`config.mk`:
```
export PLATFORM = sky130hd
export DESIGN_NAME = sbv_merge
export DESIGN_NICKNAME = d
export VERILOG_FILES = /design/src/sbv_pkg.sv /design/src/sbv_merge.sv
export SDC_FILE = /design/constraint.sdc
export NUM_CORES = 2
export LEC_CHECK = 0
export BUFFER_PORTS_ARGS = -buffer_cell sky130_fd_sc_hd__buf_2
export CAP_MARGIN = 15
export CORE_AREA = 2 2 468 238
export DETAILED_ROUTE_END_ITERATION = 7
export DIE_AREA = 0 0 470 240
export GPL_TIMING_DRIVEN = 0
export PLACE_DENSITY = 0.7
export SYNTH_ARGS = -nofsm -noshare
export SYNTH_HDL_FRONTEND = slang
export SYNTH_SLANG_ARGS = --single-unit
```
`constraint.sdc`:
```
create_clock -name clk -period 9.3 [get_ports clk]
set_input_delay 0.93 -clock clk [delete_from_list [all_inputs] [get_ports clk]]
set_output_delay 0.93 -clock clk [all_outputs]
set_load 0.01 [all_outputs]
```
`src/sbv_pkg.sv`:
```
// shared types and constants for the skinned vertex blend block
package sbv_pkg;

  localparam int LANES = 4;
  localparam int ELEMS = 4;
  localparam logic [1:0] LAST_ROW = 2'd2;

  localparam logic CMD_LOAD = 1'b0;
  localparam logic CMD_SKIN = 1'b1;

  localparam logic REG_BONE_COUNT = 1'b0;
  localparam logic [6:0] BONE_COUNT_RESET = 7'd1;

  typedef struct packed {
    logic                  valid;
    logic [1:0]            row;
    logic                  last;
    logic [LANES-1:0]      use_lane;
    logic [LANES-1:0][12:0] weight;
    logic [2:0][15:0]      vec;
  } stage_t;

endpackage

```
`src/sbv_merge.sv`:
```
// lane merge: blended matrix row, row times vertex, output packing
module sbv_merge import sbv_pkg::*; (
  input  logic   clk,
  input  logic   rst,
  input  logic   adv,
  input  stage_t s2,
  input  logic [LANES-1:0][ELEMS-1:0][31:0] lane_term,
  output logic   res_valid,
  output logic [29:0] res_data
);

  stage_t s3;
  stage_t s4;
  logic [ELEMS-1:0][31:0] blend;
  logic [ELEMS-1:0][15:0] rp;
  logic [31:0] blend_next [ELEMS];
  logic signed [47:0] mul [3];
  logic [15:0] rowsum;
  logic [9:0] x_q;
  logic [9:0] y_q;

  always_comb begin
    for (int e = 0; e < ELEMS; e++) begin
      blend_next[e] = '0;
      for (int i = 0; i < LANES; i++) begin
        if (s2.use_lane[i]) begin
          blend_next[e] = blend_next[e] + lane_term[i][e];
        end
      end
    end
    for (int e = 0; e < 3; e++) begin
      mul[e] = $signed(blend[e]) * $signed(s3.vec[e]);
    end
    rowsum = rp[0] + rp[1] + rp[2] + rp[3];
  end

  always_ff @(posedge clk) begin
    if (rst) begin
      s3.valid <= 1'b0;
      s4.valid <= 1'b0;
    end else if (adv) begin
      s3.valid <= s2.valid;
      s4.valid <= s3.valid;
    end
  end

  always_ff @(posedge clk) begin
    if (adv) begin
      s3.row <= s2.row;
      s3.last <= s2.last;
      s3.use_lane <= s2.use_lane;
      s3.weight <= s2.weight;
      s3.vec <= s2.vec;
      s4.row <= s3.row;
      s4.last <= s3.last;
      s4.use_lane <= s3.use_lane;
      s4.weight <= s3.weight;
      s4.vec <= s3.vec;
      for (int e = 0; e < ELEMS; e++) begin
        blend[e] <= blend_next[e];
      end
      for (int e = 0; e < 3; e++) begin
        rp[e] <= mul[e][27:12];
      end
      rp[3] <= blend[3][15:0];
      if (s4.valid && s4.row == 2'd0) begin
        x_q <= rowsum[15:6];
      end
      if (s4.valid && s4.row == 2'd1) begin
        y_q <= rowsum[15:6];
      end
    end
  end

  assign res_valid = s4.valid && s4.last;
  assign res_data = {rowsum[15:6], y_q, x_q};

endmodule

```
==> results.json <==
{
  "cp_slowest_stage_delay_ps": 500,
  "setup_viol": 0,
  "muxShareOfSynthArea_pct": 3.08,
  "num_io_pins": 654,
  "arrival_ps": 9370,
  "yosysTopAreaCell": "fa_1",
  "drv_slew": 0,
  "cts_tree": "built",
  "synth_area_sq_mm": 0.0540,
  "clock_sinks": 240,
  "core_sq_mm": 0.109,
  "critPathBufInv": 5,
  "worst_pin_slew_ps": 1380,
  "die_height_um": 240,
  "cp.required_ps": 9680,
  "fmax_ghz": 0.111,
  "drtAntennaViolNets": 0,
  "drive_above_1_share_pct": 11.1,
  "port_buffers": 487,
  "hold_violations": 0,
  "num_vias": 47500,
  "yosys.cell_types.count": 88,
  "hp-class": "register to register",
  "cts_setup_buffers": 0,
  "path_max_fanout": 10,
  "path_class": "primary input to register",
  "clk_latency_ps": 640,
  "fin_util_pct": 54.7,
  "postCtsHoldBufs": 0,
  "overflow": 0,
  "synth_xor_area_share_pct": 6.33,
  "clock_skew_ps": 41.9,
  "synth-seq-cells": 240,
  "dp.cells": 8020,
  "htree_levels": 1,
  "fin_crit_sh_pct": 96.6,
  "fp.dieW_um": 470,
  "worst_setup_path_start_kind": "primary input",
  "start_util_pct": 49.6,
  "gp_congestion": 1.17,
  "drc": 0,
  "cpMostUsedCell": "a21oi_1",
  "wl_per_cell_um": 26.0,
  "drt-initial-drc-count": 6055,
  "grt.total_usage_pct": 37.1,
  "synth_top_family_by_area": "adder cells",
  "grt_max_degree": 108,
  "root_buffer": "clkbuf_16",
  "synth-simple-area-share_pct": 15.9,
  "critPathTopFamily": "compound AO/OA/AOI/OAI gates",
  "post-route-min-period_ps": 8980,
  "maxCapViolations": 0,
  "slew_headroom_pct": 8.32,
  "whs_ps": 423,
  "grt_antenna_before_repair": 61,
  "netlist.area_leader.share_pct": 29.0,
  "synth_flop_cell": "edfxtp_1",
  "rsz0062_at_grt": "no",
  "rows": 86,
  "hpwl_um": 180000,
  "vias_per_cell": 5.86,
  "synth_enable_flop_cells": 238,
  "status": "finished clean",
  "fin_cells": 8116,
  "synthArstFlopShare_pct": 0,
  "die_area_sq_mm": 0.113,
  "synthAdderAreaFrac_pct": 41.7,
  "yosys-top-cells-area": "fa_1 29%, edfxtp_1 13%, ha_1 13%",
  "slowest_stage": "ha_1",
  "synth-compound-area-share_pct": 11.1,
  "numCtsBuffers": 27,
  "syn_area_per_cell_sq_um": 8.89,
  "nNetsFinal": 8556,
  "synthToLayoutAreaGrowth_pct": 10.2,
  "dr.pass1.iters": 8,
  "cts.clk_slew.worst_paths_ps": 70,
  "drt-total-wl_um": 211000,
  "cts.path.max_buffers": 3,
  "synth_cells": 6073,
  "yosys_warnings": 0,
  "grt_pass1_vias": 45800,
  "cp-end-kind": "register",
  "seq_area_frac_synth_pct": 13.3,
  "synth_nets": 8028,
  "grt_pass1_wl_um": 305000
}
[per-stage QoR]
stage                     setup TNS, ps  area, sq um  setup WS (ps)
after floorplan                       0        54000           1490
after global placement            -4830        58300           -820
after detailed placement          -7390        58400           -974
after CTS                             0        59400           68.3
after global routing                  0        59500           9.79
final                                 0        59500            316
[final timing paths]
path | start | end | slack (ps) | depth (start not counted)
worst max-delay path | s2[100] | blend[59]$_DFFE_PP_ | 320 | 36
worst min-delay path | blend[98]$_DFFE_PP_ | rp[50]$_DFFE_PP_ | 420 | 0
worst max register to register | s3[18]$_DFFE_PP_ | rp[31]$_DFFE_PP_ | 690 | 23
worst min register to register | blend[98]$_DFFE_PP_ | rp[50]$_DFFE_PP_ | 420 | 0
[cell families (layout without fill, tap and decap cells)]
logic type,Yosys count,in the layout
adder cells (fa/ha/maj),1333,1333
buffers and inverters,1224,1773
flip-flops,240,240
AO/OA/AOI/OAI,918,918
multiplexers,150,150
XOR/XNOR,384,384
AND/OR/NAND/NOR,1824,1824
other,0,42
[synthesized netlist by cell type (all sizes together) (39+ instances only)]
cell       n
ha       550
inv     1013
nor2     246
nand2    846
a21o     118
edfxtp   238
mux2     131
a21oi    274
clkbuf   194
nand2b    73
fa       782
xor2     106
nor2b     39
and2     402
o21a      60
o21ai    176
nor3      57
nand3     57
xnor2    274
[state kept, by name, indices dropped and copies added (netlist names)]
name and flops:
y_q 10, s3 52, blend 100, rp 64, x_q 10, s4 4
[layout make-up]
type,count,area [sq um]
diodes,42,105
plain buffers,211,818
clock buffers,29,683
clock inverters,21,230
fillers,9994,49400
inverters,1013,3800
multi-input cells,4609,42300
flip-flops and latches,240,7190
well taps,1452,1820
repair buffers,499,2630
[per-layer routing]
metal  part of all wire, %  up-vias  global-route usage [%]
li1                      -    20700                       -
met1                    42    23200                    53.4
met2                    38     3197                    49.6
met3                    15      431                    14.2
met4                   4.6       18                    14.5
met5                 0.057        -                       0
[cell usage in the layout, fill, tap and decap left out, drive strengths merged, types with 73 or more instances in the layout]
| master | n |
|---|---|
| a21o | 118 |
| buf | 515 |
| clkbuf | 223 |
| edfxtp | 238 |
| xnor2 | 274 |
| inv | 1019 |
| fa | 782 |
| mux2 | 131 |
| nor2 | 246 |
| and2 | 402 |
| ha | 550 |
| nand2b | 73 |
| o21ai | 176 |
| a21oi | 274 |
| nand2 | 846 |
| xor2 | 106 |
[repair_timing]
item                                    in CTS  in global routing
endpoints found under the hold margin        0                  0
gates resized for setup                      4                 21
endpoints found under the setup margin       2                  5
pin swaps                                    0                  0
Power is left out: the tool's default activity adds up to more than one toggle a clock period on the data nets, which glitch-free logic cannot reach.
